`config.mk`:
```
export PLATFORM = sky130hd
export DESIGN_NAME = hmn_back
export DESIGN_NICKNAME = d
export VERILOG_FILES = /design/src/rtl/hmn_pkg.sv /design/src/rtl/hmn_back.sv
export SDC_FILE = /design/constraint.sdc
export NUM_CORES = 2
export LEC_CHECK = 0
export ABC_AREA = 1
export BUFFER_PORTS_ARGS = -buffer_cell sky130_fd_sc_hd__buf_2
export CORE_MARGIN = 4
export CORE_UTILIZATION = 45
export CTS_CLUSTER_DIAMETER = 50
export DETAILED_ROUTE_END_ITERATION = 8
export GPL_TIMING_DRIVEN = 0
export REMOVE_ABC_BUFFERS = 1
export SLEW_MARGIN = 10
export SYNTH_ARGS = -nofsm -noshare
export SYNTH_HDL_FRONTEND = slang
export SYNTH_SLANG_ARGS = --single-unit
```
`constraint.sdc`:
```
create_clock -name clk -period 8.01 [get_ports clk]
set_input_delay 0 -clock clk [delete_from_list [all_inputs] [get_ports clk]]
set_output_delay 0 -clock clk [all_outputs]
set_load 0.02 [all_outputs]
```
`src/rtl/hmn_pkg.sv`:
```
// Shared types and constants for the height map to normal map block.
`default_nettype none
package hmn_pkg;
    localparam int MAX_WIDTH_DEF = 1024;
    localparam int QUEUE_DEPTH = 2;
    localparam int CFG_W = 16;
    localparam int MAP_WIDTH_W = 11;
    localparam int GAIN_W = 16;
    localparam logic [MAP_WIDTH_W-1:0] MAP_WIDTH_RST = 11'd256;
    localparam logic [GAIN_W-1:0] GAIN_RST = 16'd4096;
    localparam logic REG_MAP_WIDTH = 1'b0;
    localparam logic REG_HEIGHT_GAIN = 1'b1;
    localparam logic ACT_FLUSH = 1'b1;

    // neighbourhood of one pixel, handed from front to back
    typedef struct packed {
        logic [7:0] left;
        logic [7:0] right;
        logic [7:0] down;
        logic [7:0] up;
        logic       last;
    } hmn_req_t;
endpackage
`default_nettype wire

```
`src/rtl/hmn_back.sv`:
```
// Back part: gain multiply, integer square root and normalizing divides.
`default_nettype none
module hmn_back (
    input  wire logic                      clk,
    input  wire logic                      rst_n,
    input  wire logic [hmn_pkg::GAIN_W-1:0] height_gain,
    input  wire logic                      q_not_empty,
    input  wire hmn_pkg::hmn_req_t         q_data,
    output logic                           pop,
    output logic                           normal_valid,
    input  wire logic                      normal_stall,
    output logic signed [15:0]             normal_x,
    output logic [14:0]                    normal_y,
    output logic signed [15:0]             normal_z,
    output logic                           frame_last
);
    typedef enum logic [8:0] {
        B_IDLE  = 9'b000000001,
        B_MULX  = 9'b000000010,
        B_MULZ  = 9'b000000100,
        B_SQX   = 9'b000001000,
        B_SQZ   = 9'b000010000,
        B_SQRT  = 9'b000100000,
        B_DLOAD = 9'b001000000,
        B_DIV   = 9'b010000000,
        B_OUT   = 9'b100000000
    } bstate_t;

    localparam logic [49:0] Y_SQ = 50'd67108864;   // 8192^2
    localparam logic [23:0] Y_MAG = 24'd8192;

    bstate_t st_reg;
    logic nx_reg, nz_reg, last_reg;
    logic [7:0] dx_reg, dz_reg;
    logic [23:0] ax_reg, az_reg;
    logic [49:0] sum_reg;
    logic [25:0] rem_reg;
    logic [24:0] root_reg;
    logic [4:0] cnt_reg;
    logic [1:0] comp_reg;
    logic [24:0] drem_reg;
    logic [14:0] lo_reg, quo_reg;
    logic [14:0] qx_reg, qy_reg;

    logic [23:0] mul_a, mul_b;
    logic [47:0] prod;
    logic [27:0] t_rem, trial;
    logic sq_ge;
    logic [23:0] mag;
    logic [38:0] num;
    logic [25:0] t_div;
    logic div_ge;
    logic [14:0] quo_fin;
    logic out_free;

    assign pop = (st_reg == B_IDLE) && q_not_empty;
    assign out_free = !normal_valid || !normal_stall;

    always_comb
    begin
        unique case (st_reg)
            B_MULX:
            begin
                mul_a = 24'(dx_reg);
                mul_b = 24'(height_gain);
            end
            B_MULZ:
            begin
                mul_a = 24'(dz_reg);
                mul_b = 24'(height_gain);
            end
            B_SQX:
            begin
                mul_a = ax_reg;
                mul_b = ax_reg;
            end
            default:
            begin
                mul_a = az_reg;
                mul_b = az_reg;
            end
        endcase
    end
    assign prod = mul_a * mul_b;

    // one result bit per step of the root, from two bits of the sum
    assign t_rem = {rem_reg, sum_reg[49:48]};
    assign trial = {1'b0, root_reg, 2'b01};
    assign sq_ge = (t_rem >= trial);

    always_comb
    begin
        unique case (comp_reg)
            2'd0: mag = ax_reg;
            2'd1: mag = Y_MAG;
            default: mag = az_reg;
        endcase
    end
    assign num = {1'b0, mag, 14'd0} + 39'(root_reg[24:1]);
    // quotient never exceeds 16384, so it fits the low 15 steps
    assign t_div = {drem_reg, lo_reg[14]};
    assign div_ge = (t_div >= {1'b0, root_reg});
    assign quo_fin = {quo_reg[13:0], div_ge};

    always_ff @(posedge clk)
    begin
        unique case (st_reg)
            B_IDLE:
            begin
                nx_reg <= q_data.left < q_data.right;
                nz_reg <= q_data.down < q_data.up;
                dx_reg <= (q_data.left < q_data.right) ? q_data.right - q_data.left
                                                       : q_data.left - q_data.right;
                dz_reg <= (q_data.down < q_data.up) ? q_data.up - q_data.down
                                                    : q_data.down - q_data.up;
                last_reg <= q_data.last;
            end
            B_MULX: ax_reg <= prod[23:0];
            B_MULZ: az_reg <= prod[23:0];
            B_SQX: sum_reg <= 50'(prod) + Y_SQ;
            B_SQZ:
            begin
                sum_reg <= sum_reg + 50'(prod);
                rem_reg <= '0;
                root_reg <= '0;
                comp_reg <= 2'd0;
            end
            B_SQRT:
            begin
                sum_reg <= {sum_reg[47:0], 2'b00};
                rem_reg <= sq_ge ? 26'(t_rem - trial) : t_rem[25:0];
                root_reg <= {root_reg[23:0], sq_ge};
            end
            B_DLOAD:
            begin
                drem_reg <= {1'b0, num[38:15]};
                lo_reg <= num[14:0];
                quo_reg <= '0;
            end
            B_DIV:
            begin
                drem_reg <= div_ge ? 25'(t_div - {1'b0, root_reg}) : t_div[24:0];
                lo_reg <= {lo_reg[13:0], 1'b0};
                quo_reg <= quo_fin;
                if (cnt_reg == 5'd14)
                begin
                    comp_reg <= comp_reg + 1'b1;
                    if (comp_reg == 2'd0)
                        qx_reg <= quo_fin;
                    else if (comp_reg == 2'd1)
                        qy_reg <= quo_fin;
                end
            end
            default:
            begin
            end
        endcase
    end

    always_ff @(posedge clk)
    begin
        if (st_reg == B_OUT && out_free)
        begin
            normal_x <= nx_reg ? $signed(16'd0 - {1'b0, qx_reg}) : $signed({1'b0, qx_reg});
            normal_y <= qy_reg;
            normal_z <= nz_reg ? $signed(16'd0 - {1'b0, quo_reg}) : $signed({1'b0, quo_reg});
            frame_last <= last_reg;
        end
    end

    always_ff @(posedge clk or negedge rst_n)
    begin
        if (!rst_n)
        begin
            st_reg <= B_IDLE;
            cnt_reg <= '0;
            normal_valid <= 1'b0;
        end
        else
        begin
            if (st_reg == B_OUT && out_free)
            begin
                normal_valid <= 1'b1;
            end
            else if (normal_valid && !normal_stall)
            begin
                normal_valid <= 1'b0;
            end
            unique case (st_reg)
                B_IDLE: if (q_not_empty) st_reg <= B_MULX;
                B_MULX: st_reg <= B_MULZ;
                B_MULZ: st_reg <= B_SQX;
                B_SQX: st_reg <= B_SQZ;
                B_SQZ:
                begin
                    st_reg <= B_SQRT;
                    cnt_reg <= '0;
                end
                B_SQRT:
                begin
                    cnt_reg <= cnt_reg + 1'b1;
                    if (cnt_reg == 5'd24)
                        st_reg <= B_DLOAD;
                end
                B_DLOAD:
                begin
                    st_reg <= B_DIV;
                    cnt_reg <= '0;
                end
                B_DIV:
                begin
                    cnt_reg <= cnt_reg + 1'b1;
                    if (cnt_reg == 5'd14)
                        st_reg <= (comp_reg == 2'd2) ? B_OUT : B_DLOAD;
                end
                B_OUT:
                begin
                    if (out_free)
                    begin
                        st_reg <= B_IDLE;
                    end
                end
                default: st_reg <= B_IDLE;
            endcase
        end
    end
endmodule
`default_nettype wire

```
==> impl_metrics.ini <==
[outcome]
status = finished, violations left
failed_checks = negative setup slack

[setup_path]
cp-end-kind = flop
path_max_fanout = 7
crit_top_cell = inv_2
path_delay_family = adder cells
cp_slowest_cell = fa_2
cp.required_ns = 8.32
crit_type = flop to flop
max_stage_delay_ns = 0.63
arrival_ns = 9.79
critical_path.startpoint_type = flop
crit_buf_inv = 11

[logic_synthesis]
synth.area.mux_share_pct = 0.0951
yosys_most_used_dff = edfxtp_1
synthSimpleGateAreaFrac_pct = 20.6
syn_inst = 5266
async_flop_share_pct = 4.72
synthesis.area_um2 = 42100
syn_area_per_cell_um2 = 8.00
synth-edff-count = 303
synthXorXnorAreaFrac_pct = 2.91
synth.distinct_cells = 68
synth_compound_area_share_pct = 8.81
ys_seq_area_share_pct = 22.5
synth_fa_ha_area_share_pct = 32.9
ys_ff_latch = 318
synth_top_family_by_area = adder cells
ys_warn_count = 0

[floorplanning]
die_w_um = 314
start_util_pct = 45.7
core_um2 = 92200
rows = 111
dieArea_um2 = 98600
die_h_um = 314
io_pins = 103

[timing]
fin_ws_ns = -1.47
skew_ns = 0.0398
finalSetupTns_ns = -41.34
final_max_slew_viol_count = 0
fmax_mhz = 105
finalCritPeriodShare_pct = 118
tightestPinTransition_ns = 1.19
hold_violations = 0
rsz0062_at_grt = true
slew-limit-headroom_pct = 20.5
setup_viol = 38
finalCriticalPeriod_ns = 9.48

[layout]
fillers = 8053
multiInputGateArea_um2 = 31700
drive_gt1_share_pct = 25.0
nets = 6586
final_cell_mix = inv_1 (1084), nand2_1 (990), fa_1 (461)
fin_cells = 7002
final_common_cell = inv_1
area_delta_synth_final_pct = 28.2
diodes = 0
largest_register_ff_count = 50
ff_latch_area_um2 = 9480

[grt]
antenna_found_initial = 0
grt_usage_pct = 26.5
grt-ovfl-total = 0
grt_pass1_vias = 36200
grt_max_degree = 57
grt_pass1_wl_um = 204000

[cts]
clock_latency_ns = 0.60
clock_path_buffers = 3
numCtsBuffers = 49
clkTransAtPathRegs_ns = 0.06
cts_root_buf = clkbuf_16
cts.htree.levels = 2
cts_tree = built
clkSinkCount = 318

[run]
drv_cap = 0

[routing]
drc = 0
dr.pass1.iters = 5
routedWlPerCell_um = 19.8
drtIter0Drc = 2895
viasPerCell = 5.31
wl_um = 139000
ant_nets = 0
vias = 37200

[place]
place_inst = 6519
hpwl_um = 95400
globalplace.congestion = 0.938
numPortBuffers = 102

[hold_path]
hp-class = primary input to flop
## worst reg2reg max path, delay by kind of cell, from the launching register on
family          cells  cell delay (ns)
fa+ha+maj           9             4.31
flops               1             0.44
buf+inv            11             1.01
simple gates       24             3.18
compound gates      2             0.25
## worst paths after layout
path | slack [ns] | end | cells after the start | startpoint
setup / recovery | -1.47 | sum_reg[42] | 46 | st_reg[2]
hold / removal | 0.03 | dx_reg[4] | 3 | q_data[29]
setup reg to reg | -1.47 | sum_reg[42] | 46 | st_reg[2]
hold reg to reg | 0.42 | normal_y[6] | 0 | qy_reg[6]
max in group asynchronous | 6.41 | cnt_reg[2] | 4 | rst_n
min in group asynchronous | 0.46 | st_reg[0] | 3 | rst_n
## synthesized netlist by cell type (7+ instances only)
| cell | count | area (µm²) |
|---|---|---|
| ha_1 | 324 | 4050 |
| a21o_1 | 27 | 203 |
| inv_2 | 33 | 124 |
| o21a_1 | 14 | 105 |
| nand2_1 | 1158 | 4350 |
| edfxtp_1 | 303 | 9100 |
| xnor2_1 | 49 | 429 |
| nor2_4 | 9 | 101 |
| fa_1 | 489 | 9790 |
| nor3_1 | 42 | 210 |
| buf_2 | 60 | 300 |
| a21oi_1 | 215 | 1080 |
| nand2_2 | 52 | 325 |
| nor4_1 | 9 | 56.3 |
| nand3_1 | 171 | 856 |
| o31ai_1 | 7 | 52.6 |
| nand2_4 | 7 | 78.8 |
| nor2_2 | 30 | 188 |
| o22ai_1 | 10 | 62.6 |
| o22ai_2 | 11 | 138 |
| a22oi_1 | 7 | 52.6 |
| o211ai_1 | 28 | 210 |
| a21oi_2 | 9 | 78.8 |
| o21bai_1 | 17 | 128 |
| xor2_1 | 91 | 797 |
| nor2_1 | 474 | 1780 |
| o21ai_1 | 12 | 60.1 |
| nand3_2 | 9 | 90.1 |
| dfrtp_1 | 14 | 350 |
| clkbuf_1 | 37 | 139 |
| o21ai_0 | 193 | 966 |
| inv_1 | 1184 | 4440 |
| or2_2 | 12 | 75.1 |
| nand4_1 | 49 | 307 |
| a31oi_1 | 19 | 119 |
## final cells by class
class	instances	share of cell area, %
inverters	1219	8.91
flip-flops and latches	318	17.5
repair buffers	496	8.65
clock buffers	50	2.28
clock inverters	40	0.883
well taps	1243	2.88
repair inverters	6	0.107
multi-input cells	3630	58.8
## logic make-up after synthesis
| family | count (synthesis) |
|---|---|
| multiplexers | 4 |
| AND/OR/NAND/NOR | 2046 |
| buffers and inverters | 1334 |
| AO/OA/AOI/OAI | 611 |
| XOR/XNOR | 140 |
| adder cells (fa/ha/maj) | 813 |
| flip-flops | 318 |
## stage by stage
| step | utilization (%) | hold WS, ns | cell area, µm² | setup WS (ns) |
|---|---|---|---|---|
| floorplan | - | -0.296 | 41500 | -1.10 |
| global placement | 47.3 | -0.0442 | 43600 | -5.25 |
| detailed placement | 48.0 | -0.0378 | 44200 | -3.70 |
| CTS | 54.1 | 0.00771 | 49900 | -1.43 |
| global route | 58.6 | 0.0343 | 54000 | -1.77 |
| finish | 58.6 | 0.0256 | 54000 | -1.47 |
## repair_timing
item | in CTS | in global routing
gates resized for setup | 423 | 637
setup buffers | 157 | 185
pin swaps | 114 | 281
endpoints found under the hold margin | 54 | 0
gates cloned | 21 | 10
hold buffers | 21 | 0
endpoints found under the setup margin | 72 | 50
## routing by layer
metal	share of wire, %	GRT usage, %	routed length, µm
met5	0	0	0
met4	5.6	10.9	7800
met3	7.2	4.19	9980
met2	48	44.8	66200
met1	39	34.0	54800
Power is not shown: default switching activity piles up to over one toggle a cycle in this logic, so the estimate is an artifact.
