===== config.mk =====
export PLATFORM = sky130hd
export DESIGN_NAME = hmn_queue
export DESIGN_NICKNAME = d
export VERILOG_FILES = /design/src/rtl/hmn_pkg.sv /design/src/rtl/hmn_queue.sv
export SDC_FILE = /design/constraint.sdc
export NUM_CORES = 1
export LEC_CHECK = 0
export BUFFER_PORTS_ARGS = -buffer_cell sky130_fd_sc_hd__buf_4
export CAP_MARGIN = 20
export CORE_MARGIN = 2
export CORE_UTILIZATION = 54
export CTS_BUF_LIST = sky130_fd_sc_hd__clkbuf_4 sky130_fd_sc_hd__clkbuf_8
export DETAILED_ROUTE_END_ITERATION = 8
export MAX_ROUTING_LAYER = met4
export PLACE_DENSITY = 0.8
export SETUP_SLACK_MARGIN = 0.2
export SLEW_MARGIN = 20
export SYNTH_ARGS = -nofsm -noshare
export SYNTH_HDL_FRONTEND = slang
export SYNTH_SLANG_ARGS = --single-unit

===== constraint.sdc =====
create_clock -name clk -period 2.7 [get_ports clk]
set_clock_uncertainty 0.1 [all_clocks]
set_input_delay 0.54 -clock clk [delete_from_list [all_inputs] [get_ports clk]]
set_output_delay 0.54 -clock clk [all_outputs]
set_load 0.01 [all_outputs]

===== src/rtl/hmn_pkg.sv =====
// Shared types and constants for the height map to normal map block.
`default_nettype none
package hmn_pkg;
    localparam int MAX_WIDTH_DEF = 1024;
    localparam int QUEUE_DEPTH = 2;
    localparam int CFG_W = 16;
    localparam int MAP_WIDTH_W = 11;
    localparam int GAIN_W = 16;
    localparam logic [MAP_WIDTH_W-1:0] MAP_WIDTH_RST = 11'd256;
    localparam logic [GAIN_W-1:0] GAIN_RST = 16'd4096;
    localparam logic REG_MAP_WIDTH = 1'b0;
    localparam logic REG_HEIGHT_GAIN = 1'b1;
    localparam logic ACT_FLUSH = 1'b1;

    // neighbourhood of one pixel, handed from front to back
    typedef struct packed {
        logic [7:0] left;
        logic [7:0] right;
        logic [7:0] down;
        logic [7:0] up;
        logic       last;
    } hmn_req_t;
endpackage
`default_nettype wire


===== src/rtl/hmn_queue.sv =====
// Small FIFO between the front and back parts.
`default_nettype none
module hmn_queue #(
    parameter int DEPTH = hmn_pkg::QUEUE_DEPTH
) (
    input  wire logic             clk,
    input  wire logic             rst_n,
    input  wire logic             push,
    input  wire hmn_pkg::hmn_req_t push_data,
    output logic                  full,
    input  wire logic             pop,
    output hmn_pkg::hmn_req_t     pop_data,
    output logic                  not_empty
);
    localparam int PW = (DEPTH > 1) ? $clog2(DEPTH) : 1;
    localparam int CW = $clog2(DEPTH + 1);

    hmn_pkg::hmn_req_t entry_reg [DEPTH];
    logic [PW-1:0] wr_reg, rd_reg;
    logic [CW-1:0] count_reg;

    assign full = (count_reg == CW'(DEPTH));
    assign not_empty = (count_reg != '0);
    assign pop_data = entry_reg[rd_reg];

    always_ff @(posedge clk)
    begin
        if (push)
        begin
            entry_reg[wr_reg] <= push_data;
        end
    end

    always_ff @(posedge clk or negedge rst_n)
    begin
        if (!rst_n)
        begin
            wr_reg <= '0;
            rd_reg <= '0;
            count_reg <= '0;
        end
        else
        begin
            if (push)
            begin
                wr_reg <= (wr_reg == PW'(DEPTH - 1)) ? '0 : wr_reg + 1'b1;
            end
            if (pop)
            begin
                rd_reg <= (rd_reg == PW'(DEPTH - 1)) ? '0 : rd_reg + 1'b1;
            end
            if (push && !pop)
            begin
                count_reg <= count_reg + 1'b1;
            end
            else if (pop && !push)
            begin
                count_reg <= count_reg - 1'b1;
            end
        end
    end

    a_count_bound: assert property (@(posedge clk) disable iff (!rst_n)
        count_reg <= CW'(DEPTH)) else $error("queue over depth");
    a_pop_nonempty: assert property (@(posedge clk) disable iff (!rst_n)
        pop |-> count_reg != '0) else $error("pop from empty queue");
    a_push_grows: assert property (@(posedge clk) disable iff (!rst_n)
        (push && !pop) |=> count_reg == $past(count_reg) + 1'b1)
        else $error("queue count did not grow");
endmodule
`default_nettype wire


==> impl_metrics.sql, run 1 <==
INSERT INTO impl_metrics (metric_group, metric, value, unit) VALUES
('run_status', 'run_status', 'finished, final reports clean', ''),
('power_and_ir_drop', 'switchingPower', '969.3', 'µW'),
('placement', 'placed_cells', '256', ''),
('synth', 'synth-warning-count', '0', ''),
('detailed_routing', 'routed-via-count', '1321', ''),
('cts', 'cts.sink_count', '70', ''),
('floorplan', 'die_y', '75.01', 'µm'),
('global_route', 'number_of_global_route_vias_before_repair', '1358', ''),
('global_route', 'grt_antenna_before_repair', '0', ''),
('timing', 'period_share', '86.84', '%'),
('power_and_ir_drop', 'power_density', '1054', 'nW/µm²'),
('setup_path', 'r2r_slack', '1.26', 'ns'),
('setup_path', 'critical_register_to_register_path_startpoint', 'wr_reg', ''),
('min_path', 'worstHoldPathType', 'in -> reg', ''),
('cells_and_area', 'postLayoutCellArea', '3561', 'µm²'),
('power_and_ir_drop', 'power.combinational.fraction', '31.7', '%'),
('floorplan', 'core-area', '4786', 'µm²'),
('cells_and_area', 'antenna_cells', '0', ''),
('cts', 'cts-htree-levels', '3', ''),
('timing', 'maxClockFrequency', '426.5', 'MHz'),
('timing', 'maxSlewViolCount', '0', ''),
('timing', 'final-setup-viol-count', '0', ''),
('timing', 'grt_setup_unrepaired', 'no', ''),
('synth', 'synth_simple_gate_area_share', '1.057', '%'),
('power_and_ir_drop', 'power.share.switching', '25.82', '%'),
('cts', 'tritoncts', 'built', ''),
('power_and_ir_drop', 'cell_internal_pwr', '2784', 'µW'),
('timing', 'max-slew-margin-rel', '70.07', '%'),
('timing', 'worstMarginPinSlew', '0.4489', 'ns'),
('floorplan', 'floorplan.die_area', '5626', 'µm²'),
('synth', 'synth_compound_area_share', '0', '%'),
('setup_path', 'critPathKind', 'reg -> out', ''),
('job', 'drv_cap', '0', ''),
('power_and_ir_drop', 'power_frac_seq', '42.3', '%'),
('power_and_ir_drop', 'clock_power_share', '26.0', '%'),
('synth', 'postSynthCellCount', '119', ''),
('setup_path', 'arrival', '1.70', 'ns'),
('placement', 'post_placement_cell_area', '3312', 'µm²'),
('cells_and_area', 'layout_net_count', '239', ''),
('detailed_routing', 'detailedRoute.firstIterationViolations', '104', ''),
('timing', 'min_period', '2.345', 'ns'),
('cts', 'clk_root_buffer_cell', 'clkbuf_8', ''),
('detailed_routing', 'detail-route-antenna-nets', '0', ''),
('synth', 'post_synth_instance_area', '2723', 'µm²'),
('synth', 'post_synth_num_cell_types', '14', ''),
('setup_path', 'timing.critical_path.required', '2.06', 'ns'),
('floorplan', 'floorplan.die.width', '75.01', 'µm'),
('synth', 'post_synth_mux_area_share', '17.65', '%'),
('power_and_ir_drop', 'vdd_drop_max', '0.7680', 'mV'),
('global_route', 'grt_first_pass_wirelength', '6706', 'µm'),
('timing', 'report.final.hold_viol_count', '0', ''),
('min_path', 'holdPathEnd', 'rd_reg', ''),
('setup_path', 'critPathBufInv', '2', ''),
('cells_and_area', 'drive_above_1_share', '60.19', '%'),
('detailed_routing', 'wl_per_cell', '16.38', 'µm'),
('detailed_routing', 'drcViolationCount', '0', ''),
('placement', 'gp_routability_congestion', '0.6626', ''),
('cells_and_area', 'area_growth', '30.79', '%'),
('setup_path', 'critical-path-top-delay-family', 'flip-flops', ''),
('min_path', 'worstHoldStart', 'pop', ''),
('cts', 'cts.path.max_buffers', '2', ''),
('setup_path', 'rr_endpoint', 'entry_reg[1][16]', ''),
('setup_path', 'critPathSlowestCell', 'dfrtp_4', ''),
('cts', 'clock_edge_transition_at_the_registers_on_the_reported_setup_and_hold_paths', '0.07', 'ns'),
('setup_path', 'critical_path.cell_chain', 'buf_12, mux2_2, buf_4', ''),
('detailed_routing', 'drt_first_pass_iters', '2', ''),
('placement', 'number_of_buffers_added_on_ports', '71', ''),
('synth', 'synth_adder_area_share', '0.4596', '%'),
('detailed_routing', 'finalWirelength', '4472', 'µm'),
('setup_path', 'worst_path_largest_cell_delay', '0.61', 'ns'),
('cells_and_area', 'layout.cells.most_common', 'buf_4', '');
## worst max path at each step
stage,from,endpoint,cells after the start
3_5_place_dp,rd_reg,pop_data[12],3
5_1_grt,rd_reg,pop_data[12],3
2_1_floorplan,push,entry_reg[0][0],1
3_3_place_gp,rd_reg,pop_data[17],3
6_report,rd_reg,pop_data[12],3
4_1_cts,rd_reg,pop_data[12],3
## timing repair
item                                    in CTS  in global routing
hold buffers                                 1                  0
endpoints found under the setup margin       0                  1
buffers inserted                             0                  0
resized for setup                            0                  1
endpoints found under the hold margin        4                  0
## Yosys cell counts
| master | n | share of area (%) |
|---|---|---|
| nor2b_1 | 2 | 0.46 |
| mux2_2 | 4 | 1.7 |
| buf_6 | 1 | 0.41 |
| nor2_1 | 1 | 0.14 |
| mux2_4 | 29 | 16 |
| inv_1 | 1 | 0.14 |
| and2_1 | 1 | 0.23 |
| xor2_1 | 4 | 1.3 |
| xnor2_1 | 1 | 0.32 |
| or2_2 | 1 | 0.23 |
| buf_12 | 3 | 2.2 |
| edfxtp_1 | 66 | 73 |
| dfrtp_1 | 4 | 3.7 |
| ha_1 | 1 | 0.46 |
## cell families after synthesis
logic type / Yosys count
fa+ha+maj: 1
flops: 70
buf+inv: 5
mux: 33
xor+xnor: 5
simple gates: 5
## final cells by class
class / instances / area [µm²] / area share (%)
clock buffers: 11 / 138.9 / 3.900
clock inverters: 5 / 97.59 / 2.741
inverters: 1 / 3.754 / 0.1054
multi-input cells: 44 / 573.1 / 16.09
flip-flops and latches: 70 / 2086 / 58.57
well taps: 67 / 83.83 / 2.354
repair buffers: 75 / 578.1 / 16.23
## power by group through the flow
stage                     sequential (µW)  clock (µW)  combinational [µW]
after global placement               1590           0                1170
final                                1590         977                1190
after CTS                            1590         996                1210
after detailed placement             1610           0                1200
after global routing                 1610        1040                1260
after floorplan                      1520           0                 853
## through the flow
| stage | util [%] | setup slack [ns] | total power [µW] | hold WS (ns) |
|---|---|---|---|---|
| finish | 74.41 | 0.3555 | 3754 | 0.2937 |
| global route | 74.41 | 0.2939 | 3918 | 0.2770 |
| detailed placement | 69.20 | 0.6236 | 2808 | 0.2416 |
| global placement | 69.20 | 0.6643 | 2760 | 0.2388 |
| CTS | 74.35 | 0.2600 | 3789 | 0.2807 |
| floorplan | - | 0.7551 | 2377 | 0.1444 |
## metal layers
metal	vias to the layer above	GRT usage, %	wire [µm]	part of all wire [%]
li1	625	-	-	-
met1	633	20.86	1781	40
met2	55	27.88	2309	52
met3	8	4.552	292	6.5
met4	0	10.32	89	2.0
met5	-	-	0	0
## worst reg2reg max path, cell delays in order, from the launching register on
cell and delay, ns:
dfrtp_1 0.43, and2_1 0.16, buf_4 0.39
(Power assumes the default switching activity.)
==> run 2, diff against run 1 <==
- ABC_AREA: default -> 1
- PLACE_DENSITY: 0.8 -> 0.79
==> run 2 against run 1 <==
Net effect: clock power decreased by 29%; combinational power increased by 3%; critical path depth unchanged; clock-buffer cell count increased by 1; via count increased by 3.3%; register-to-register slack got worse by 0.22 ns; area after synthesis increased by 0.64%; sequential cell count unchanged.
==> impl_metrics.sql, run 2 <==
INSERT INTO impl_metrics (metric_group, metric, value, unit) VALUES
('run_status', 'run_status', 'finished, final reports clean', ''),
('global_route', 'number_of_global_route_vias_before_repair', '1380', ''),
('timing', 'maxSlewViolCount', '0', ''),
('setup_path', 'worst_path_largest_cell_delay', '0.55', 'ns'),
('cts', 'cts.sink_count', '70', ''),
('synth', 'post_synth_num_cell_types', '14', ''),
('synth', 'postSynthCellCount', '128', ''),
('global_route', 'grt_antenna_before_repair', '0', ''),
('setup_path', 'critPathSlowestCell', 'dfrtp_2', ''),
('timing', 'final-setup-viol-count', '0', ''),
('setup_path', 'critical-path-top-delay-family', 'flip-flops', ''),
('cells_and_area', 'layout_net_count', '249', ''),
('synth', 'avgSynthCellArea', '21.41', 'µm²'),
('cells_and_area', 'drive_above_1_share', '57.21', '%'),
('detailed_routing', 'drcViolationCount', '0', ''),
('placement', 'dpl.hpwl', '3055', 'µm'),
('cells_and_area', 'largest_reg_flops', '66', ''),
('synth', 'synth-main-ff-cell', 'edfxtp_1', ''),
('setup_path', 'critical_path.startpoint_type', 'flop', ''),
('floorplan', 'floorplan.die_area', '5660', 'µm²'),
('power_and_ir_drop', 'vdd_drop_max', '0.4806', 'mV'),
('setup_path', 'timing.critical_path.to_type', 'output pin', ''),
('floorplan', 'io_pins', '72', ''),
('detailed_routing', 'viasPerCell', '4.840', ''),
('timing', 'min_period', '2.298', 'ns'),
('detailed_routing', 'detailedRoute.firstIterationViolations', '144', ''),
('power_and_ir_drop', 'power_density', '988.7', 'nW/µm²'),
('floorplan', 'effective_utilization_at_floorplan', '56.88', '%'),
('detailed_routing', 'routed-via-count', '1365', ''),
('cts', 'cts.path.max_buffers', '2', ''),
('cells_and_area', 'fillerInstances', '338', ''),
('job', 'drv_cap', '0', ''),
('cells_and_area', 'area_growth', '28.40', '%'),
('timing', 'worstMarginPinSlew', '0.5780', 'ns'),
('floorplan', 'core.rowCount', '25', ''),
('cells_and_area', 'layout.cells.most_common', 'buf_4', ''),
('cts', 'tritoncts', 'built', ''),
('cells_and_area', 'antenna_cells', '0', ''),
('synth', 'netlist_top_cells_count', 'edfxtp_1 (66), mux2_4 (29), inv_1 (7), nand2_1 (6)', ''),
('global_route', 'global_route.overflow_total', '0', ''),
('detailed_routing', 'drt_first_pass_iters', '4', ''),
('floorplan', 'floorplan.die.width', '75.24', 'µm'),
('timing', 'maxClockFrequency', '435.2', 'MHz'),
('detailed_routing', 'finalWirelength', '4431', 'µm'),
('synth', 'synth-warning-count', '0', ''),
('timing', 'setup_total_negative_slack', '0', 'ns'),
('timing', 'grt_setup_unrepaired', 'no', ''),
('cts', 'clk-insertion-delay-late', '0.33', 'ns'),
('global_route', 'groute.usage.overall', '17.53', '%'),
('cts', 'cts_repair_resize_count', '0', ''),
('min_path', 'worstHoldPathType', 'in -> reg', ''),
('timing', 'max-slew-margin-rel', '61.38', '%'),
('detailed_routing', 'detail-route-antenna-nets', '0', ''),
('synth', 'synthTopCellsByArea', 'edfxtp_1 (72%), mux2_4 (16%), dfrtp_1 (3.7%), buf_12 (2.2%), mux2_2 (1.6%)', ''),
('cts', 'cts-htree-levels', '3', ''),
('placement', 'gp_routability_congestion', '0.6503', ''),
('setup_path', 'arrival', '1.66', 'ns'),
('synth', 'syn-num-nets', '166', ''),
('synth', 'ys_async_sr_fraction', '5.714', '%'),
('placement', 'number_of_buffers_added_on_ports', '71', ''),
('global_route', 'grt_first_pass_wirelength', '6561', 'µm'),
('setup_path', 'worstPathMaxFanout', '26', ''),
('cells_and_area', 'layout_common_cells', 'buf_4 (73), edfxtp_1 (66), mux2_4 (29), clkbuf_8 (9), inv_1 (7)', ''),
('setup_path', 'critPathKind', 'reg -> out', ''),
('synth', 'post_synth_instance_area', '2740', 'µm²'),
('timing', 'period_share', '85.11', '%'),
('cts', 'clk_root_buffer_cell', 'clkbuf_8', ''),
('synth', 'number_of_flops_mapped_to_enable_cells_by_yosys', '66', ''),
('setup_path', 'critical_path.cell_chain', 'buf_12, mux2_2, buf_4', ''),
('floorplan', 'core-area', '4817', 'µm²'),
('global_route', 'grt_max_degree', '27', ''),
('power_and_ir_drop', 'leakage_component_of_the_power', '0.001458', 'µW'),
('setup_path', 'timing.critical_path.required', '2.06', 'ns'),
('detailed_routing', 'wl_per_cell', '15.71', 'µm'),
('cts', 'clock_edge_transition_at_the_registers_on_the_reported_setup_and_hold_paths', '0.06', 'ns'),
('timing', 'final.hold.worst_slack', '0.2890', 'ns'),
('setup_path', 'critPathBufInv', '2', ''),
('synth', 'synth.most_common_cell', 'edfxtp_1', ''),
('synth', 'yosysTopAreaCell', 'edfxtp_1', ''),
('synth', 'yosys_register_bits', '70', ''),
('floorplan', 'die_y', '75.24', 'µm'),
('cts', 'cts_made_buffers', '9', ''),
('synth', 'synth-seq-area-share', '75.98', '%'),
('timing', 'report.final.hold_viol_count', '0', ''),
('synth', 'synthDominantCellAreaShare', '72.33', '%');
[run 2: per-layer routing]
metal	global-route usage, %	routed length, µm	share of wire, %
met2	26.02	2139	48
met3	5.355	373	8.4
met4	10.53	87	2.0
met1	21.23	1830	41
met5	-	0	0
[run 2: repair_timing]
| action | CTS | global route |
|---|---|---|
| hold buffers | 1 | 0 |
| buffers inserted | 0 | 0 |
| hold endpoints to repair | 4 | 0 |
[run 2: final timing paths]
path,from,endpoint,slack (ns),cells past startpoint
worst max-delay path,rd_reg,pop_data[13],0.40,3
worst min-delay path,pop,rd_reg,0.29,2
worst max register to register,wr_reg,entry_reg[0][15],1.04,2
worst min register to register,count_reg[1],count_reg[1],0.39,2
max in group asynchronous,rst_n,rd_reg,1.93,2
min in group asynchronous,rst_n,count_reg[0],0.45,2
[run 2: through the flow]
step                      cell area [µm²]  std cells  worst slack (ns)  util [%]  total power [µW]
after floorplan                      2740        128            0.2054         -              2380
after global placement               3349        266            0.7815     69.53              2783
after detailed placement             3349        266            0.7568     69.53              2825
after CTS                            3518        282            0.3883     73.04              3510
after global routing                 3518        282            0.3516     73.04              3643
final                                3518        282            0.4020     73.04              3479
[run 2: logic make-up (layout without fill, tap and decap cells)]
kind of cell / Yosys count / after routing / share of synthesized area, %
buf+inv: 11 / 98 / 3.562
flops: 70 / 70 / 75.98
fa+ha+maj: 1 / 1 / 0.4565
xor+xnor: 3 / 3 / 0.9591
mux: 33 / 33 / 17.53
simple gates: 10 / 10 / 1.507
[run 2: layout make-up]
class | count | area, µm² | share of cell area, %
clock buffers | 12 | 146.4 | 4.161
flip-flops and latches | 70 | 2083 | 59.21
clock inverters | 3 | 12.51 | 0.3556
inverters | 7 | 26.28 | 0.7468
multi-input cells | 47 | 568.0 | 16.15
well taps | 67 | 83.83 | 2.383
repair buffers | 76 | 598.1 | 17.00
[run 2: report_power, final]
part           switching, µW  internal [µW]
Sequential               106           1450
Clock                    339            351
Combinational            522            713
Total                    967           2510
